File: src/hw/rtl/pctm_pkg.sv
// pctm_pkg: shared widths, constants and types of the phase-current trimmed-mean filter
// no dependencies; imported by pctm_lane, pctm_merge and bldc_phase_current_trimmed_mean
`timescale 1ns / 1ps

package pctm_pkg;

    // field widths
    localparam int CODE_W     = 12;
    localparam int GAIN_W     = 16;
    localparam int HALL_W     = 3;
    localparam int SECTOR_W   = 3;
    localparam int MA_W       = 16;
    localparam int CFG_DATA_W = 16;
    localparam int CFG_IDX_W  = 2;

    // q8 gain: rounding half and fraction bits
    localparam int FRAC_BITS  = 8;
    localparam int ROUND_HALF = 128;

    // saturation limits of the milliamp values
    localparam logic signed [MA_W-1:0] MA_MAX = 16'sh7FFF;
    localparam logic signed [MA_W-1:0] MA_MIN = 16'sh8000;

    // register indexes of the configuration port
    typedef enum logic [CFG_IDX_W-1:0] {
        CFG_GAIN_A   = 2'd0,
        CFG_GAIN_B   = 2'd1,
        CFG_OFFSET_A = 2'd2,
        CFG_OFFSET_B = 2'd3
    } t_cfg_index;

    // reset values of the registers
    localparam logic [GAIN_W-1:0] GAIN_A_RST   = 16'd1765;
    localparam logic [GAIN_W-1:0] GAIN_B_RST   = 16'd1765;
    localparam logic [CODE_W-1:0] OFFSET_A_RST = 12'd1788;
    localparam logic [CODE_W-1:0] OFFSET_B_RST = 12'd1786;

    // lane pipeline: product, window, sum/min/max, numerator, reciprocal, mean
    localparam int LANE_STAGES = 6;

    typedef struct packed {
        logic [LANE_STAGES-1:0] load;
    } t_lane_ctl;

endpackage

File: src/hw/rtl/pctm_lane.sv
// pctm_lane: one phase: adc code to milliamps, sliding window, trimmed mean
// depends on pctm_pkg; instantiated twice by bldc_phase_current_trimmed_mean
`timescale 1ns / 1ps

module pctm_lane #(
    parameter int WINDOW_DEPTH = 5
) (
    input  logic                                i_clk,
    input  logic                                i_rst_n,
    input  pctm_pkg::t_lane_ctl                 i_ctl,
    input  logic        [pctm_pkg::CODE_W-1:0]  i_code,
    input  logic        [pctm_pkg::GAIN_W-1:0]  i_gain,
    input  logic        [pctm_pkg::CODE_W-1:0]  i_offset,
    output logic signed [pctm_pkg::MA_W-1:0]    o_mean
);
    import pctm_pkg::*;

    localparam int DIV    = WINDOW_DEPTH - 2;
    localparam int DIV2   = 2 * DIV;
    localparam int PROD_W = CODE_W + 1 + GAIN_W + 1;
    localparam int SUM_W  = MA_W + $clog2(WINDOW_DEPTH);
    localparam int X_W    = SUM_W + 1;
    localparam int SHIFT  = X_W + $clog2(DIV2);
    localparam int QP_W   = X_W + SHIFT;
    // ceil(2^SHIFT / DIV2): exact floor division for every numerator below 2^X_W
    localparam logic [SHIFT-1:0] RECIP =
        SHIFT'(((64'd1 << SHIFT) + 64'(DIV2) - 64'd1) / 64'(DIV2));
    localparam logic signed [PROD_W-1:0] P_HI = PROD_W'(MA_MAX);
    localparam logic signed [PROD_W-1:0] P_LO = PROD_W'(MA_MIN);

    // stage 0: gain times (code minus offset), exact q8
    logic signed [CODE_W:0]   diff;
    logic signed [PROD_W-1:0] prod;
    logic signed [PROD_W-1:0] r_prod;

    assign diff = $signed({1'b0, i_code}) - $signed({1'b0, i_offset});
    assign prod = diff * $signed({1'b0, i_gain});

    always_ff @(posedge i_clk) begin
        if (i_ctl.load[0]) begin
            r_prod <= prod;
        end
    end

    // stage 1: round half up, saturate, push into the window
    logic signed [PROD_W-1:0] rounded;
    logic signed [PROD_W-1:0] scaled;
    logic signed [MA_W-1:0]   sample;
    logic signed [MA_W-1:0]   r_win [WINDOW_DEPTH];

    always_comb begin
        rounded = r_prod + PROD_W'(ROUND_HALF);
        scaled  = rounded >>> FRAC_BITS;
        if (scaled > P_HI) begin
            sample = MA_MAX;
        end else if (scaled < P_LO) begin
            sample = MA_MIN;
        end else begin
            sample = MA_W'(scaled);
        end
    end

    always_ff @(posedge i_clk) begin
        if (!i_rst_n) begin
            for (int i = 0; i < WINDOW_DEPTH; i++) begin
                r_win[i] <= '0;
            end
        end else if (i_ctl.load[1]) begin
            r_win[0] <= sample;
            for (int i = 1; i < WINDOW_DEPTH; i++) begin
                r_win[i] <= r_win[i-1];
            end
        end
    end

    // stage 2: window sum, minimum and maximum
    logic signed [SUM_W-1:0] sum;
    logic signed [MA_W-1:0]  mn;
    logic signed [MA_W-1:0]  mx;
    logic signed [SUM_W-1:0] r_sum;
    logic signed [MA_W-1:0]  r_min;
    logic signed [MA_W-1:0]  r_max;

    always_comb begin
        sum = '0;
        mn  = r_win[0];
        mx  = r_win[0];
        for (int i = 0; i < WINDOW_DEPTH; i++) begin
            sum = sum + SUM_W'(r_win[i]);
            if (r_win[i] < mn) begin
                mn = r_win[i];
            end
            if (r_win[i] > mx) begin
                mx = r_win[i];
            end
        end
    end

    always_ff @(posedge i_clk) begin
        if (i_ctl.load[2]) begin
            r_sum <= sum;
            r_min <= mn;
            r_max <= mx;
        end
    end

    // stage 3: trimmed sum as sign and doubled magnitude plus divisor
    logic signed [SUM_W-1:0] num;
    logic        [SUM_W-1:0] mag;
    logic                    neg;
    logic        [X_W-1:0]   x;
    logic        [X_W-1:0]   r_x;
    logic                    r_neg3;

    always_comb begin
        num = r_sum - SUM_W'(r_min) - SUM_W'(r_max);
        neg = num[SUM_W-1];
        mag = neg ? SUM_W'(-num) : SUM_W'(num);
        x   = {mag, 1'b0} + X_W'(DIV);
    end

    always_ff @(posedge i_clk) begin
        if (i_ctl.load[3]) begin
            r_x    <= x;
            r_neg3 <= neg;
        end
    end

    // stage 4: divide by twice the divisor through the reciprocal
    logic [QP_W-1:0] r_qprod;
    logic            r_neg4;

    always_ff @(posedge i_clk) begin
        if (i_ctl.load[4]) begin
            r_qprod <= QP_W'(r_x) * QP_W'(RECIP);
            r_neg4  <= r_neg3;
        end
    end

    // stage 5: apply the sign; magnitude never exceeds 32768
    logic [MA_W:0]          q_mag;
    logic signed [MA_W-1:0] r_mean;

    assign q_mag = r_qprod[SHIFT +: MA_W+1];

    always_ff @(posedge i_clk) begin
        if (i_ctl.load[5]) begin
            r_mean <= r_neg4 ? MA_W'(~q_mag + 1'b1) : MA_W'(q_mag);
        end
    end

    assign o_mean = r_mean;

    // window shifts by one place on every pushed sample
    a_window_shift: assert property (@(posedge i_clk) disable iff (!i_rst_n)
        i_ctl.load[1] |=> r_win[1] == $past(r_win[0]))
        else $error("window did not shift on push");

endmodule

File: config.mk
export PLATFORM = sky130hd
export DESIGN_NAME = pctm_lane
export DESIGN_NICKNAME = d
export VERILOG_FILES = /design/src/hw/rtl/pctm_pkg.sv /design/src/hw/rtl/pctm_lane.sv
export SDC_FILE = /design/constraint.sdc
export NUM_CORES = 1
export LEC_CHECK = 0
export BUFFER_PORTS_ARGS = -buffer_cell sky130_fd_sc_hd__buf_2
export CAP_MARGIN = 20
export CORE_MARGIN = 1.5
export CORE_UTILIZATION = 55
export CTS_CLUSTER_DIAMETER = 150
export DETAILED_ROUTE_END_ITERATION = 7
export PLACE_DENSITY = 0.69
export SLEW_MARGIN = 20
export SYNTH_ARGS = -nofsm -noshare
export SYNTH_HDL_FRONTEND = slang
export SYNTH_SLANG_ARGS = --single-unit
export TNS_END_PERCENT = 30
File: constraint.sdc
create_clock -name i_clk -period 23.1 [get_ports i_clk]
set_input_delay 2.31 -clock i_clk [delete_from_list [all_inputs] [get_ports i_clk]]
set_output_delay 2.31 -clock i_clk [all_outputs]
set_load 0.01 [all_outputs]
**After elaboration in Yosys (flattened, before gate mapping)**

Memory sizes are Yosys's and may differ from the RTL's.
Cells that the tools add are included.
Widths: inputs -> output; s select.

- Bits in registers: 157
- RAM bits: 80
- Input bits: 48
- Output and inout bits: 16
- Logic and storage cells: 60
- Memories kept: 1

- Add/subtract/negate cells: 11
- Multipliers: 2
- Magnitude comparators: 10
- Multiplexer cells: 21
- Bitwise logic cells: 6

Memory list:

| name | depth | bits a word | rd ports | clocked after memory_dff | write ports | line | RTL |
|---|---|---|---|---|---|---|---|
| r_win | 5 | 16 | 5 | 0 | 5 | pctm_lane.sv:49 | `logic signed [MA_W-1:0] r_win [WINDOW_DEPTH];` |

Operators by type and width:

| cell | number |
|---|---|
| $mux 16 | 16 |
| $gt 16x16->1 | 4 |
| $lt 16x16->1 | 4 |
| $mul 20x20->38 const B | 1 |
| $sub 19x16->19 | 2 |
| $add 30x9->30 const B | 1 |
| $mul 13x17->30 | 1 |
| $gt 22x16->1 const B | 1 |
| $lt 22x16->1 const B | 1 |
| $add 20x2->20 const B | 1 |
| $add 18x16->19 | 1 |
| $add 19x16->19 | 1 |
| $mux 19 | 1 |
| $neg 19->19 | 1 |
| $add 17x16->18 | 1 |
| $add 16x16->17 | 1 |
| $add 16x1->16 const B | 1 |
| $not 16->16 | 1 |
| $sub 12x12->13 | 1 |
| $or 1x1->1 | 5 |
| $mux 1 | 4 |

**Logic depth before layout (Yosys ltp)**

An unclocked memory read counts as a cell.

- Word-level depth: 9
- Depth in mapped cells: 56
- Gate-level depth less buffers: 50

**Worst setup path before layout**

Ideal clock, no wire load.

- Kind: input to register
- Start: in i_code[0] (netlist name)
- End: reg r_prod[29] (data pin)
- Setup time: 0.260 ns
- Data arrival time: 10.159 ns
- Required time: 22.840 ns
- Path slack: 12.681 ns
- Cell stages on the path: 40
- Path buffers: 0
- Path through: inv_1 ha_1 inv_1 fa_1 nand2_1 nand2_1 a21oi_1 o21ai_0 a21oi_1 o21bai_1 a21oi_1 o21bai_1 a21oi_1 o21bai_1 a21oi_1 nand2b_1 fa_1 fa_1 (+4 left out) inv_1 fa_1 inv_1 fa_1 inv_1 ha_1 a21o_1 a21oi_1 o31ai_1 nand2_1 o211a_1 nor3_1 a211o_1 o311a_1 o21a_1 o21a_1 nor2_1 xnor2_1

- Cells in the longest elaborated chain, start to end: 2

RTL lines:

| what | line | RTL |
|---|---|---|
| start, declared | pctm_lane.sv:11 | `input logic [pctm_pkg::CODE_W-1:0] i_code,` |
| $sub 12x12->13 | pctm_lane.sv:36 | `assign diff = $signed({1'b0, i_code}) - $signed({1'b0, i_offset});` |
| $mul 13x17->30 | pctm_lane.sv:37 | `assign prod = diff * $signed({1'b0, i_gain});` |
| named net prod[29] | pctm_lane.sv:33 | `logic signed [PROD_W-1:0] prod;` |
| end signal, assigned | pctm_lane.sv:41 | `r_prod <= prod;` |
| end, declared | pctm_lane.sv:34 | `logic signed [PROD_W-1:0] r_prod;` |

The timed path passes the listed nets, and every way through them passes these cells.
A chain may end at the register's enable or synchronous reset.

==> out/metrics.cfg <==
[finish]
syn2layout_area_growth_pct=6.25
antenna_cells=0
fin_nets=3827
fin_cells=3694
drive_above_1_share_pct=6.25
final_common_cell=inv_1
layout_common_cells=535 x inv_1, 429 x ha_1, 361 x fa_1

[clock_tree]
cts.sinks=207
clockRootBuffer=clkbuf_16
cts_resized=0
clk_pin_slew_ns=0.06
cts_tree=done
cts_setup_buffers=0
cts_hold_buffers=0
cts-buffers-inserted=24
ctsHtreeMaxLevel=1
cts.path.max_buffers=3
clk_latency_ns=0.55

[global_routing]
antenna_found_initial=0
grt_max_degree=53
grt_pass1_vias=22018
grt_pass1_wl_um=114000
grt_overflow=0
track_usage_pct=25.5

[critical_path]
crit_required_ns=23.46
critPathMaxFanout=45
reg2reg_to=r_max[0]$_DFFE_PP_
r2r_cells=51
arrival_ns=11.99
cpLargestDelayFamily=compound AO/OA/AOI/OAI gates
rrSetupSlack_ns=11.46
crit_path_top_delay_cell=a21o_1
critPathLaunchType=register
timing.critical_path.to=r_max[0]$_DFFE_PP_
crit_start=r_win[0][31]$_SDFFCE_PN0P_
cp_num_cells=51
max_stage_delay_ns=0.79
r2r-start=r_win[0][31]$_SDFFCE_PN0P_
crit_path_end_kind=register
crit_type=reg -> reg
cp_num_buf_inv=3

[placed_design]
routabilityCongestion=0.939
dp_hpwl_um=56800
dpl.cell_count=3650
port-buffer-count=63

[synthesis]
syn-cell-area_um2=29600
yosysUniqueCellTypes=80
synth-seq-area-share_pct=21.0
ys.warnings.count=0
syn_area_per_cell_um2=10.0
ys_ff_latch=207
synth_edf_count=207
synthFlopType=edfxtp_1
syn_nets=3798
synthCells=2960
ys_async_sr_fraction_pct=0

[floorplanning]
start_util_pct=56.0
chipHeight_um=235
fp-row-count=84
die_area_um2=55200
die_x_um=235
ios=64
core_area_um2=52900

[job]
maxCapViolations=0

[detailed_routing]
drt_iter0_drc=1114
drc=0
wl_per_cell_um=18.6
final_antenna_net_count=0
vias=20943
drtPass1Iterations=6
wirelength_um=68800
vias_per_cell=5.67

[sta]
finalCritPeriodShare_pct=50.4
final.setup.tns_ns=0
max_slew_margin_pct=31.9
rsz0062_at_grt=false
setup_viol=0
worstMarginPinSlew_ns=1.02
fin_crit_ns=11.64
drv_slew=0
skew_ns=0.0150
fmax_ghz=0.0859
hold_viol=0

[hold_path]
hold_path_class=reg -> reg
whs_path_depth=0

[status]
outcome=finished, final reports clean

[registers in the layout (all words and copies together), names as in the netlist, 16 cells and up]
register / count
o_mean: 16
r_max: 16
r_min: 16
r_prod: 23
r_qprod: 16
r_sum: 19
r_win: 80
r_x: 19
[cells in the mapped netlist (37+ instances only)]
cell type	number	share of area, %
xor2_1	40	1.2
clkbuf_1	72	0.91
nor2_1	180	2.3
nor2b_1	40	0.85
o21ai_0	91	1.5
edfxtp_1	207	21
nand3_1	37	0.63
inv_1	535	6.8
nand2_1	221	2.8
ha_1	429	18
and3_1	39	0.82
a21oi_1	91	1.5
and2_1	61	1.3
xnor2_1	100	3.0
mux2i_1	52	1.8
fa_1	361	24
[worst register-to-register path: cells and delay by family, from the launching register on]
family                   cells  cell delay, ns
AO/OA/AOI/OAI               24            4.63
AND/OR/NAND/NOR             16            2.81
adder cells (fa/ha/maj)      4            1.30
multiplexers                 4            1.30
buffers and inverters        3            0.94
flip-flops                   1            0.47
[layer usage]
metal / global-route usage (%) / wire [um] / up-vias
met5: 0 / 0 / -
met4: 5.57 / 1520 / 0
met3: 2.53 / 2610 / 80
met2: 45.6 / 34800 / 464
met1: 33.3 / 29900 / 10448
li1: - / - / 9951
[cells by family after synthesis]
kind of cell,count (synthesis),share of synthesized area (%)
adder cells (fa/ha/maj),791,42.6
XOR/XNOR,140,4.14
AND/OR/NAND/NOR,714,11.6
buffers and inverters,615,7.91
flip-flops,207,21.0
multiplexers,87,3.22
AO/OA/AOI/OAI,406,9.52
[through the flow]
| stage | hold slack, ns | worst slack, ns | utilization (%) | instance area (um^2) |
|---|---|---|---|---|
| floorplan | 0.400 | 12.68 | - | 29600 |
| global placement | 0.410 | 11.96 | 57.9 | 30600 |
| detailed placement | 0.409 | 11.70 | 57.9 | 30600 |
| CTS | 0.424 | 11.61 | 59.4 | 31400 |
| global route | 0.431 | 10.64 | 59.5 | 31400 |
| finish | 0.420 | 11.46 | 59.5 | 31400 |
[layout make-up]
type	count	area (um^2)
inverter	535	2010
sequential	207	6220
clock buffer	27	633
tap	688	861
timing repair buffer	83	485
fill	4467	21400
multi-input combinational	2138	21100
clock inverter	16	159
[how the worst min path moves through the flow]
stage	startpoint	end	slack (ns)
floorplan	r_neg3$_DFFE_PP_	r_neg4$_DFFE_PP_	0.40
global placement	r_neg3$_DFFE_PP_	r_neg4$_DFFE_PP_	0.41
detailed placement	r_neg3$_DFFE_PP_	r_neg4$_DFFE_PP_	0.41
CTS	r_neg3$_DFFE_PP_	r_neg4$_DFFE_PP_	0.42
global route	r_neg3$_DFFE_PP_	r_neg4$_DFFE_PP_	0.43
finish	r_neg3$_DFFE_PP_	r_neg4$_DFFE_PP_	0.42
Power is left out: the tool's default activity adds up to more than one toggle a clock period on the data nets, which glitch-free logic cannot reach.
