`src/hw/rtl/pctm_pkg.sv`:
```
// pctm_pkg: shared widths, constants and types of the phase-current trimmed-mean filter
// no dependencies; imported by pctm_lane, pctm_merge and bldc_phase_current_trimmed_mean
`timescale 1ns / 1ps

package pctm_pkg;

    // field widths
    localparam int CODE_W     = 12;
    localparam int GAIN_W     = 16;
    localparam int HALL_W     = 3;
    localparam int SECTOR_W   = 3;
    localparam int MA_W       = 16;
    localparam int CFG_DATA_W = 16;
    localparam int CFG_IDX_W  = 2;

    // q8 gain: rounding half and fraction bits
    localparam int FRAC_BITS  = 8;
    localparam int ROUND_HALF = 128;

    // saturation limits of the milliamp values
    localparam logic signed [MA_W-1:0] MA_MAX = 16'sh7FFF;
    localparam logic signed [MA_W-1:0] MA_MIN = 16'sh8000;

    // register indexes of the configuration port
    typedef enum logic [CFG_IDX_W-1:0] {
        CFG_GAIN_A   = 2'd0,
        CFG_GAIN_B   = 2'd1,
        CFG_OFFSET_A = 2'd2,
        CFG_OFFSET_B = 2'd3
    } t_cfg_index;

    // reset values of the registers
    localparam logic [GAIN_W-1:0] GAIN_A_RST   = 16'd1765;
    localparam logic [GAIN_W-1:0] GAIN_B_RST   = 16'd1765;
    localparam logic [CODE_W-1:0] OFFSET_A_RST = 12'd1788;
    localparam logic [CODE_W-1:0] OFFSET_B_RST = 12'd1786;

    // lane pipeline: product, window, sum/min/max, numerator, reciprocal, mean
    localparam int LANE_STAGES = 6;

    typedef struct packed {
        logic [LANE_STAGES-1:0] load;
    } t_lane_ctl;

endpackage

```
`src/hw/rtl/pctm_merge.sv`:
```
// pctm_merge: hall sector decode, feedback selection with hold, output register
// depends on pctm_pkg; instantiated by bldc_phase_current_trimmed_mean
`timescale 1ns / 1ps

module pctm_merge (
    input  logic                                 i_clk,
    input  logic                                 i_rst_n,
    input  logic                                 i_valid,
    input  logic                                 i_stall,
    input  logic signed [pctm_pkg::MA_W-1:0]     i_fa,
    input  logic signed [pctm_pkg::MA_W-1:0]     i_fb,
    input  logic        [pctm_pkg::HALL_W-1:0]   i_hall,
    output logic                                 o_move,
    output logic                                 o_valid,
    output logic signed [pctm_pkg::MA_W-1:0]     o_filtered_a_ma,
    output logic signed [pctm_pkg::MA_W-1:0]     o_filtered_b_ma,
    output logic signed [pctm_pkg::MA_W-1:0]     o_feedback_ma,
    output logic        [pctm_pkg::SECTOR_W-1:0] o_sector
);
    import pctm_pkg::*;

    // hall patterns, h1 h2 h3
    localparam logic [HALL_W-1:0] HALL_S0 = 3'b010;
    localparam logic [HALL_W-1:0] HALL_S1 = 3'b011;
    localparam logic [HALL_W-1:0] HALL_S2 = 3'b001;
    localparam logic [HALL_W-1:0] HALL_S3 = 3'b101;
    localparam logic [HALL_W-1:0] HALL_S4 = 3'b100;
    localparam logic [HALL_W-1:0] HALL_S5 = 3'b110;

    // sector codes
    localparam logic [SECTOR_W-1:0] SECTOR_0       = 3'd0;
    localparam logic [SECTOR_W-1:0] SECTOR_1       = 3'd1;
    localparam logic [SECTOR_W-1:0] SECTOR_2       = 3'd2;
    localparam logic [SECTOR_W-1:0] SECTOR_3       = 3'd3;
    localparam logic [SECTOR_W-1:0] SECTOR_4       = 3'd4;
    localparam logic [SECTOR_W-1:0] SECTOR_5       = 3'd5;
    localparam logic [SECTOR_W-1:0] SECTOR_INVALID = 3'd6;

    // negate with the most negative value clamped to the positive limit
    function automatic logic signed [MA_W-1:0] neg_sat(input logic signed [MA_W-1:0] v);
        if (v == MA_MIN) begin
            return MA_MAX;
        end
        return -v;
    endfunction

    logic                   load;
    logic                   upd;
    logic [SECTOR_W-1:0]    sec;
    logic signed [MA_W-1:0] fb_new;
    logic                   r_valid;
    logic signed [MA_W-1:0] r_fa;
    logic signed [MA_W-1:0] r_fb;
    logic signed [MA_W-1:0] r_held;
    logic [SECTOR_W-1:0]    r_sector;

    // output register frees up when empty or when its beat is taken
    assign o_move = !r_valid || !i_stall;
    assign load   = i_valid && o_move;

    // sector decode and feedback choice
    always_comb begin
        upd    = 1'b1;
        sec    = SECTOR_INVALID;
        fb_new = r_held;
        unique case (i_hall)
            HALL_S0: begin
                sec    = SECTOR_0;
                fb_new = neg_sat(i_fa);
            end
            HALL_S1: begin
                sec    = SECTOR_1;
                fb_new = neg_sat(i_fa);
            end
            HALL_S2: begin
                sec    = SECTOR_2;
                fb_new = neg_sat(i_fb);
            end
            HALL_S3: begin
                sec    = SECTOR_3;
                fb_new = neg_sat(i_fb);
            end
            HALL_S4: begin
                sec    = SECTOR_4;
                fb_new = i_fa;
            end
            HALL_S5: begin
                sec    = SECTOR_5;
                fb_new = i_fb;
            end
            default: begin
                upd = 1'b0;
            end
        endcase
    end

    // output beat and held feedback
    always_ff @(posedge i_clk) begin
        if (!i_rst_n) begin
            r_valid <= 1'b0;
            r_held  <= '0;
        end else begin
            if (o_move) begin
                r_valid <= i_valid;
            end
            if (load && upd) begin
                r_held <= fb_new;
            end
        end
    end

    always_ff @(posedge i_clk) begin
        if (load) begin
            r_fa     <= i_fa;
            r_fb     <= i_fb;
            r_sector <= sec;
        end
    end

    assign o_valid         = r_valid;
    assign o_filtered_a_ma = r_fa;
    assign o_filtered_b_ma = r_fb;
    assign o_feedback_ma   = r_held;
    assign o_sector        = r_sector;

    // invalid hall keeps the previous feedback
    a_hold_on_invalid: assert property (@(posedge i_clk) disable iff (!i_rst_n)
        (load && !upd) |=> $stable(r_held))
        else $error("feedback changed on invalid hall state");

endmodule

```
`config.mk`:
```
export PLATFORM = sky130hd
export DESIGN_NAME = pctm_merge
export DESIGN_NICKNAME = d
export VERILOG_FILES = /design/src/hw/rtl/pctm_pkg.sv /design/src/hw/rtl/pctm_merge.sv
export SDC_FILE = /design/constraint.sdc
export NUM_CORES = 1
export LEC_CHECK = 0
export BUFFER_PORTS_ARGS = -buffer_cell sky130_fd_sc_hd__buf_4
export CAP_MARGIN = 10
export CELL_PAD_IN_SITES_DETAIL_PLACEMENT = 0
export CELL_PAD_IN_SITES_GLOBAL_PLACEMENT = 1
export CORE_MARGIN = 1.5
export CORE_UTILIZATION = 41
export CTS_CLUSTER_DIAMETER = 30
export DETAILED_ROUTE_END_ITERATION = 12
export PLACE_DENSITY = 0.88
export SLEW_MARGIN = 40
export SYNTH_ARGS = -nofsm -noshare
export SYNTH_HDL_FRONTEND = slang
export SYNTH_SLANG_ARGS = --single-unit
```
`constraint.sdc`:
```
create_clock -name i_clk -period 4.4 [get_ports i_clk]
set_clock_uncertainty 0.15 [all_clocks]
set_input_delay 0.22 -clock i_clk [delete_from_list [all_inputs] [get_ports i_clk]]
set_output_delay 0.22 -clock i_clk [all_outputs]
set_load 0.02 [all_outputs]
```
# Word level (Yosys, flattened, before mapping)
# Cells that the tools add are included.
# classes
muxes	15
eq_ne	8
n_reduce_logical	8
addsub	2
# op_table
op	n
$mux 16	6
$pmux 16 s6	1
$eq 16x16->1 const B	2
$neg 16->16	2
$pmux 3 s6	1
$eq 3x3->1 const B	3
$mux 1	7
$eq 3x2->1 const B	2
$reduce_bool 6->1	1
$reduce_or 6->1	1
$eq 3x1->1 const B	1
$logic_and 1x1->1	2
$logic_not 1->1	2
$reduce_and 2->1	1
$logic_or 1x1->1	1
# word_totals
register_bits	52
out_inout_bits	53

# Longest topological paths before layout
# Gate-level depths: netlist of run 1.
# depth
ltp_word	5
mapped_depth	8

# Least setup slack after synthesis of run 1
# OpenSTA, ideal clock, no wires.
# synth_timing
path_kind	reg-to-reg
start	reg r_valid, in the netlist o_valid
end	reg r_fa[0], in the netlist o_filtered_a_ma[0] (enable)
slack_ns	2.360
path_stages_with_launch	3
t_arrival_ns	1.494
n_path_buf	0
path_cell_list	dfxtp_1 nand2_1 and2_1
# synth_via
elab_chain_len	3
# synth_rtl
item	line	text
start: declaration	pctm_merge.sv:51	logic r_valid;
start signal: assignment	pctm_merge.sv:104	r_valid <= i_valid;
$logic_not 1->1	pctm_merge.sv:58	assign o_move = !r_valid || !i_stall;
$logic_or 1x1->1	pctm_merge.sv:58	
net o_move	pctm_merge.sv:13	output logic o_move,
$logic_and 1x1->1	pctm_merge.sv:59	assign load = i_valid && o_move;
net load	pctm_merge.sv:47	logic load;
end signal: assignment	pctm_merge.sv:114	r_fa <= i_fa;
end: declaration	pctm_merge.sv:52	logic signed [MA_W-1:0] r_fa;
# The timed path passes the listed nets, and every way through them passes these cells.
# A chain may end at the register's enable or synchronous reset.

# Worst setup path in the final report of run 1
# layout_timing
start	in i_fb[6] in the netlist's numbering
end	reg r_held[13], in the netlist o_feedback_ma[13]
# layout_via
elab_chain_len	5
word_cells_on_any_way	8
# layout_rtl
item	line	text
start: declaration	pctm_merge.sv:11	input logic signed [pctm_pkg::MA_W-1:0] i_fb,
parallel branches: the longest is 4 deep, another holds $neg 16->16	-	
$pmux 16 s6 *	pctm_merge.sv:66	unique case (i_hall)
end signal: assignment	pctm_merge.sv:107	r_held <= fb_new;
end: declaration	pctm_merge.sv:54	logic signed [MA_W-1:0] r_held;
# Every way passes the cells marked *. The select of a mux whose other input is x is not followed.

==> impl_results.md, run 1 <==
- Slew Limit Fails: 0
- RSZ-0062 raised after global routing: no
- Clk slew on worst S/H paths: 0.09 ns
- Tmin final: 2.59 ns
- Vias: 2657
- Routed wl met3: 497 um
- Setup violations, final: 0
- TritonCTS clock tree: built
- # IOs: 92
- Crit path arrival time: 2.67 ns
- Post-route ant nets: 0
- Number of global-route vias before repair: 2460
- Row cnt: 30
- Data required time at the worst endpoint: 4.48 ns
- Fin util: 0.584
- Post-Route WL: 7940 um
- Sequential cell area fraction in the yosys report: 0.489
- Metal2 WL: 3770 um
- Worst hold slack: 0.0116 ns
- Synth Flop Type: edfxtp_1
- Synth Area in XOR/XNOR: 0.0523
- Final period utilization: 0.589
- Reg-to-Reg End: o_feedback_ma[7]$_SDFFE_PN0P_
- WHS Endpoint: o_filtered_b_ma[8]$_DFFE_PP_
- CTS resizes: 0
- Top-area cell type share of the netlist area: 0.369
- EDFF count, synth: 35
- # fillers: 626
- Largest family of logic cells by synthesized area: simple AND/OR/NAND/NOR gates
- Synth Area in Compound Gates: 0.196
- Max cap viols: 0
- Final std cells w/o fill: 475
- GRT overflow: 0
- Mapped Nets: 323
- Hold Crit Class: input port to flop
- Drc violations: 0
- DR WL/cell: 16.7 um
- Fraction of registers with async set/reset: 0
- Core box area: 0.00676 mm^2
- Buffers on Ports: 91
- #FFs+latches synth: 52
- CTS root buf: clkbuf_8
- R2r startpoint: o_valid$_SDFFE_PN0N_
- Mapped Area: 0.00285 mm^2
- Initial DRC count: 201
- Largest net degree at the start of global routing: 32
- Die width: 86.3 um
- Placed insts: 441
- Synth Instances: 282
- Leak: 1.55 nW
- Final hold vios: 0
- Fin nets: 435
- Post-Layout Inst Area: 0.00395 mm^2
- Initial antenna violation count: 0
- Global-route wire length before repair: 12500 um
- Die ar.: 0.00745 mm^2
- Initial Utilization: 0.421
- Post-synthesis simple-gate area fraction: 0.198
- Clk buf depth: 2
- Synth area leaders: edfxtp_1 (37%), dfxtp_1 (12%), a21oi_1 (3.5%), nand2_1 (3.0%), o21ai_0 (3.0%)
- Area taken by flip-flops and latches: 0.00139 mm^2
- Total track usage: 0.215
- DR vias/cell: 5.59
- Mux share of post-synthesis cell area: 0.0259
- Top achievable clock speed: 0.386 GHz
- Hold Path Origin: i_fb[8]
- Die H: 86.3 um
- Uppermost layer routed: met4
- R2r setup slk: 2.36 ns
- CP Max Fanout: 7
- Area Growth Syn to Fin: 38.6%
- Placed inst area: 0.00359 mm^2
- PD cells: 287 mW/mm^2
- Pwr Total: 1.13 mW
- N_diodes: 0
- Avg Cell Area, Syn: 10.1 um^2
- Critical path class: input port to flop
- Post-Synth Adder-Cell Area: 0.00879
- Met1 Routed Length: 3560 um
- Multi-input logic area: 0.00137 mm^2
- Final setup TNS: 0 ns
- Placer congestion estimate: 0.923
- FF-to-FF path depth: 6
- Synth warn: 0
- Clk sink count: 52
- Post-Place Worst Slack: 2.11 ns
- Crit end category: flop
- Setup Buffers After CTS: 0
- Rel. slew slack: 0.459
- Share of post-route cells with drive strength above 1: 0.289
- Worst setup margin: 1.81 ns
- Worst slew pin tran: 0.812 ns
- Clock Latency Late Sink: 0.30 ns
- Status: completed
- Yosys cell types: 62
- Hold Path Stages: 1
- DPL Wire Length: 5640 um
- Number of CTS-inserted buffers: 5
- Maximum vdd ir drop: 123 uV
- Number of H-tree levels: 2
- Drt pass-1 iters: 4
- Crit start category: input port
- Synth area leader: edfxtp_1
==> layout by cell type (no fill, tap or decap), types with 2 or more instances in the layout <==
cell type,count
inv_1,8
a2bb2oi_1,2
a32oi_1,3
nor4_2,2
a32o_1,2
a22oi_1,3
buf_4,93
or4_1,3
ha_1,2
nor3b_1,4
o21ai_0,17
nor4_1,3
xor2_1,9
nand4_1,2
dfxtp_1,17
nor2_1,16
edfxtp_1,35
nand2_1,23
mux2i_1,4
xnor2_1,8
nand3_1,7
nand2b_1,3
clkbuf_8,6
a31oi_1,2
mux2_2,3
nor2b_1,6
a221oi_1,5
nor3_2,2
nand3b_1,2
nor3_1,9
dlygate4sd3_1,26
o22ai_1,9
and2_1,3
a21oi_1,20
o31ai_1,2
a21o_1,5
==> synth_stat cells (2+ instances only) <==
master     instances
a21o_1             5
a21oi_1           20
a221oi_1           5
a22oi_1            3
a2bb2oi_1          2
a31oi_1            2
a32o_1             2
a32oi_1            3
and2_1             3
buf_1              2
buf_2              2
clkbuf_1          10
dfxtp_1           17
edfxtp_1          35
ha_1               2
inv_1              8
mux2_2             3
mux2i_1            4
nand2_1           23
nand2b_1           3
nand3_1            7
nand3b_1           2
nand4_1            2
nor2_1            16
nor2b_1            7
nor3_1             9
nor3_2             2
nor3b_1            4
nor4_1             3
nor4_2             2
o21ai_0           17
o22ai_1            9
o31ai_1            2
or4_1              3
xnor2_1            8
xor2_1             9
==> cell families (layout without fill, tap and decap cells) <==
group	Yosys count	after routing
AOI/OAI and AO/OA	84	84
xor gates and xnor gates	17	17
and+or+nand+nor	98	98
DFF	52	52
muxes	7	7
buffers and inverters	22	135
adders and majority gates	2	2
==> flip-flops by register name (all words and copies together), names as in the netlist <==
signal / count
o_feedback_ma: 16
o_filtered_a_ma: 16
o_filtered_b_ma: 16
o_sector: 3
o_valid: 1
==> what timing repair did <==
item | in CTS | in global routing
hold endpoints to repair | 22 | 4
setup endpoints to repair | 0 | 0
hold buffers | 22 | 4
==> per-layer routing <==
metal / GRT usage / vias up
li1: - / 1294
met1: 0.308 / 1242
met2: 0.334 / 112
met3: 0.0343 / 9
met4: 0.0645 / 0
met5: 0 / -
==> critical path: stages <==
cell and delay, ns:
dlygate4sd3_1 0.54, buf_4 0.16, or4_1 0.58, nor4_2 0.52, xnor2_1 0.18, a22oi_1 0.08, or2_1 0.22, a31oi_1 0.17
==> layout make-up <==
class,count,share of cell area
multi-input cells,208,0.348
repair buffers,119,0.243
inverters,8,0.00761
well taps,80,0.0254
clock buffers,8,0.0238
flip-flops and latches,52,0.353
==> worst max path at each step <==
stage                               from  slack [ns]  cells past startpoint                              to
floorplan           o_valid$_SDFFE_PN0N_        2.36                      2    o_filtered_a_ma[0]$_DFFE_PP_
global placement                 i_fb[6]        2.06                      7  o_feedback_ma[15]$_SDFFE_PN0P_
detailed placement               i_fb[6]        2.11                      7  o_feedback_ma[15]$_SDFFE_PN0P_
CTS                              i_fb[7]        1.87                      8  o_feedback_ma[13]$_SDFFE_PN0P_
global route                     i_fb[3]        1.75                      8  o_feedback_ma[15]$_SDFFE_PN0P_
finish                           i_fb[6]        1.81                      8  o_feedback_ma[13]$_SDFFE_PN0P_
==> report_power, final <==
group / internal (mW) / total, mW / switching, mW
Sequential: 0.558 / 0.571 / 0.0130
Combinational: 0.121 / 0.277 / 0.156
Clock: 0.135 / 0.285 / 0.150
Total: 0.814 / 1.13 / 0.319
(Power assumes the default switching activity.)
==> run 2: changes to the inputs <==
Settings changed: CORE_UTILIZATION 41 to 38, PLACE_DENSITY 0.88 to 0.82.
Clock period 4.4 ns to 2.5 ns, I/O delays scaled along.
==> run 2 against run 1 <==
Against the previous run:
- worst setup slack got worse by 1.7 ns
- register-to-register slack got worse by 1.7 ns
- via count rose by 4.5%
- clock-buffer cell count fell by 3
- cell area rose by 5.7%
- sequential power rose by 77%
- sequential share of layout area fell by 1.9 points
- clock power rose by 96%
- non-clock buffer count rose by 18
- routed wire length rose by 11%
- core utilization fell by 0.91 points
- critical path type unchanged
==> impl_results.md, run 2 (same netlist as run 1, synthesis figures left out) <==
- Final setup TNS: 0 ns (unchanged)
- Post-Route WL: 8790 um (+11%)
- Most frequent cells in the layout: buf_4 (101), dlygate4sd3_1 (36), edfxtp_1 (35)
- Placer congestion estimate: 0.911 (-1.4%)
- Clk buf depth: 2 (unchanged)
- DR vias/cell: 5.42 (-3.1%)
- Share of post-route cells with drive strength above 1: 0.295 (+0.00679)
- Post-route ant nets: 0 (unchanged)
- Reg-to-Reg End: o_feedback_ma[12]$_SDFFE_PN0P_
- Drt pass-1 iters: 4 (unchanged)
- Worst slew pin tran: 0.613 ns (-0.199 ns)
- Multi-input logic area: 0.00140 mm^2 (+2.0%)
- Hold Crit Class: input port to flop
- R2r startpoint: o_valid$_SDFFE_PN0N_
- Data required time at the worst endpoint: 2.53 ns (-1.95 ns)
- R2r setup slk: 0.65 ns (-1.71 ns)
- Post-Layout Inst Area: 0.00417 mm^2 (+5.7%)
- Die width: 89.6 um (+3.7%)
- Initial DRC count: 261 (+30%)
- DR WL/cell: 17.2 um (+2.7%)
- Leak: 1.65 nW (+6.5%)
- # IOs: 92 (unchanged)
- Critical path class: input port to flop
- Global-route wire length before repair: 13300 um (+6.6%)
- Area Growth Syn to Fin: 46.5%
- Rel. slew slack: 0.589 (+0.130)
- Area taken by flip-flops and latches: 0.00139 mm^2 (unchanged)
- DPL Wire Length: 6100 um (+8.1%)
- Final hold vios: 0 (unchanged)
- Clock Latency Late Sink: 0.31 ns (about the same)
- Die H: 89.6 um (+3.7%)
- Largest net degree at the start of global routing: 26 (-19%)
- Slew Limit Fails: 0 (unchanged)
- Clk slew on worst S/H paths: 0.09 ns (about the same)
- Drc violations: 0 (unchanged)
- Clk sink count: 52 (unchanged)
- Fin nets: 453 (+4.1%)
- Crit end category: flop
- Tmin final: 2.39 ns
- Die ar.: 0.00802 mm^2 (+7.6%)
- Number of global-route vias before repair: 2611 (+6.1%)
- Core box area: 0.00725 mm^2 (+7.4%)
- Setup crit end: o_feedback_ma[9]$_SDFFE_PN0P_
- Most common cell after layout, fill and taps aside: buf_4
- Status: completed
- WP depth: 7 (-1)
- Crit start category: input port
- Maximum vdd ir drop: 357 uV (+190%)
- Placed insts: 468 (+6.1%)
- Worst stage delay on the critical path: 0.60 ns (+0.02 ns)
- FF-to-FF path depth: 6 (unchanged)
- Setup Buffers After CTS: 0 (unchanged)
- N_diodes: 0 (unchanged)
- CP bufs+invs: 2 (unchanged)
- Vias: 2776 (+4.5%)
- CTS root buf: clkbuf_8
- Placed inst area: 0.00367 mm^2 (+2.3%)
- Total track usage: 0.223 (+0.00804)
- Number of H-tree levels: 2 (unchanged)
- TritonCTS clock tree: built
- Slowest stage cell, crit path: or4_1
- Top achievable clock speed: 0.419 GHz
- PD cells: 500 mW/mm^2 (+74%)
- Final std cells w/o fill: 512 (+7.8%)
- CP delay by family, top: simple AND/OR/NAND/NOR gates
- RSZ-0062 raised after global routing: no
- Max cap viols: 0 (unchanged)
- Setup violations, final: 0 (unchanged)
- Buffers on Ports: 91 (unchanged)
- CP Max Fanout: 7 (unchanged)
- Initial Utilization: 0.392 (-0.0289)
- # fillers: 621 (-0.80%)
- Initial antenna violation count: 0 (unchanged)
- GRT overflow: 0 (unchanged)
- Crit path arrival time: 2.42 ns (-0.25 ns)
- Critical path origin: i_fb[6]
- Row cnt: 31 (+3.3%)
- Final period utilization: 0.955
- Crit path cell chain: dlygate4sd3_1 > buf_4 > or4_1 > or2_0 > mux2_2 > a221oi_2 > a21oi_1
- Number of CTS-inserted buffers: 5 (unchanged)
[run 2: power by group]
part	leakage [nW]	switching, mW	internal [mW]	total (mW)
sequential	0.479	0.0237	0.982	1.01
combinational	1.12	0.290	0.233	0.522
clock	0.0532	0.267	0.292	0.558
total	1.65	0.580	1.51	2.09
[run 2: repair_timing]
item	in CTS	in global routing
hold buffers	36	0
gates resized for setup	0	4
hold endpoints to repair	37	0
endpoints found under the setup margin	0	3
[run 2: stage by stage]
stage | setup WS [ns] | hold WS (ns) | utilization | total power, mW
detailed placement | 0.324 | 0.193 | 0.506 | 1.49
global placement | 0.323 | 0.193 | 0.506 | 1.49
CTS | 0.0822 | 0.102 | 0.571 | 2.10
finish | 0.111 | 0.111 | 0.575 | 2.09
global route | 0.0191 | 0.114 | 0.575 | 2.18
floorplan | 0.460 | 0.0739 | - | 1.26
[run 2: worst min-delay path by stage]
| stage | startpoint | to | slack [ns] | cells past startpoint |
|---|---|---|---|---|
| detailed placement | i_fb[1] | o_filtered_b_ma[1]$_DFFE_PP_ | 0.19 | 1 |
| global placement | i_fa[12] | o_filtered_a_ma[12]$_DFFE_PP_ | 0.19 | 1 |
| floorplan | i_fa[0] | o_filtered_a_ma[0]$_DFFE_PP_ | 0.07 | 0 |
| finish | i_hall[1] | o_feedback_ma[8]$_SDFFE_PN0P_ | 0.11 | 3 |
| CTS | i_hall[1] | o_feedback_ma[8]$_SDFFE_PN0P_ | 0.10 | 3 |
| global route | i_hall[1] | o_feedback_ma[8]$_SDFFE_PN0P_ | 0.11 | 3 |
[run 2: area by class of cell]
class                      count  share of cell area
timing repair buffer         137               0.268
sequential                    52               0.334
clock inverter                 3             0.00900
inverter                       8             0.00720
multi-input combinational    208               0.336
clock buffer                   5              0.0165
tap                           99              0.0297
[run 2: per-layer routing]
layer / vias to the layer above / routed length, um / GRT usage
li1: 1334 / - / -
met1: 1300 / 3760 / 0.296
met2: 131 / 4200 / 0.368
met3: 11 / 706 / 0.0489
met4: 0 / 119 / 0.0545
met5: - / 0 / 0
[run 2: worst min-delay path, stage by stage]
cell	delay (ns)
buf_4	0.19
nor2_1	0.13
o31ai_1	0.07
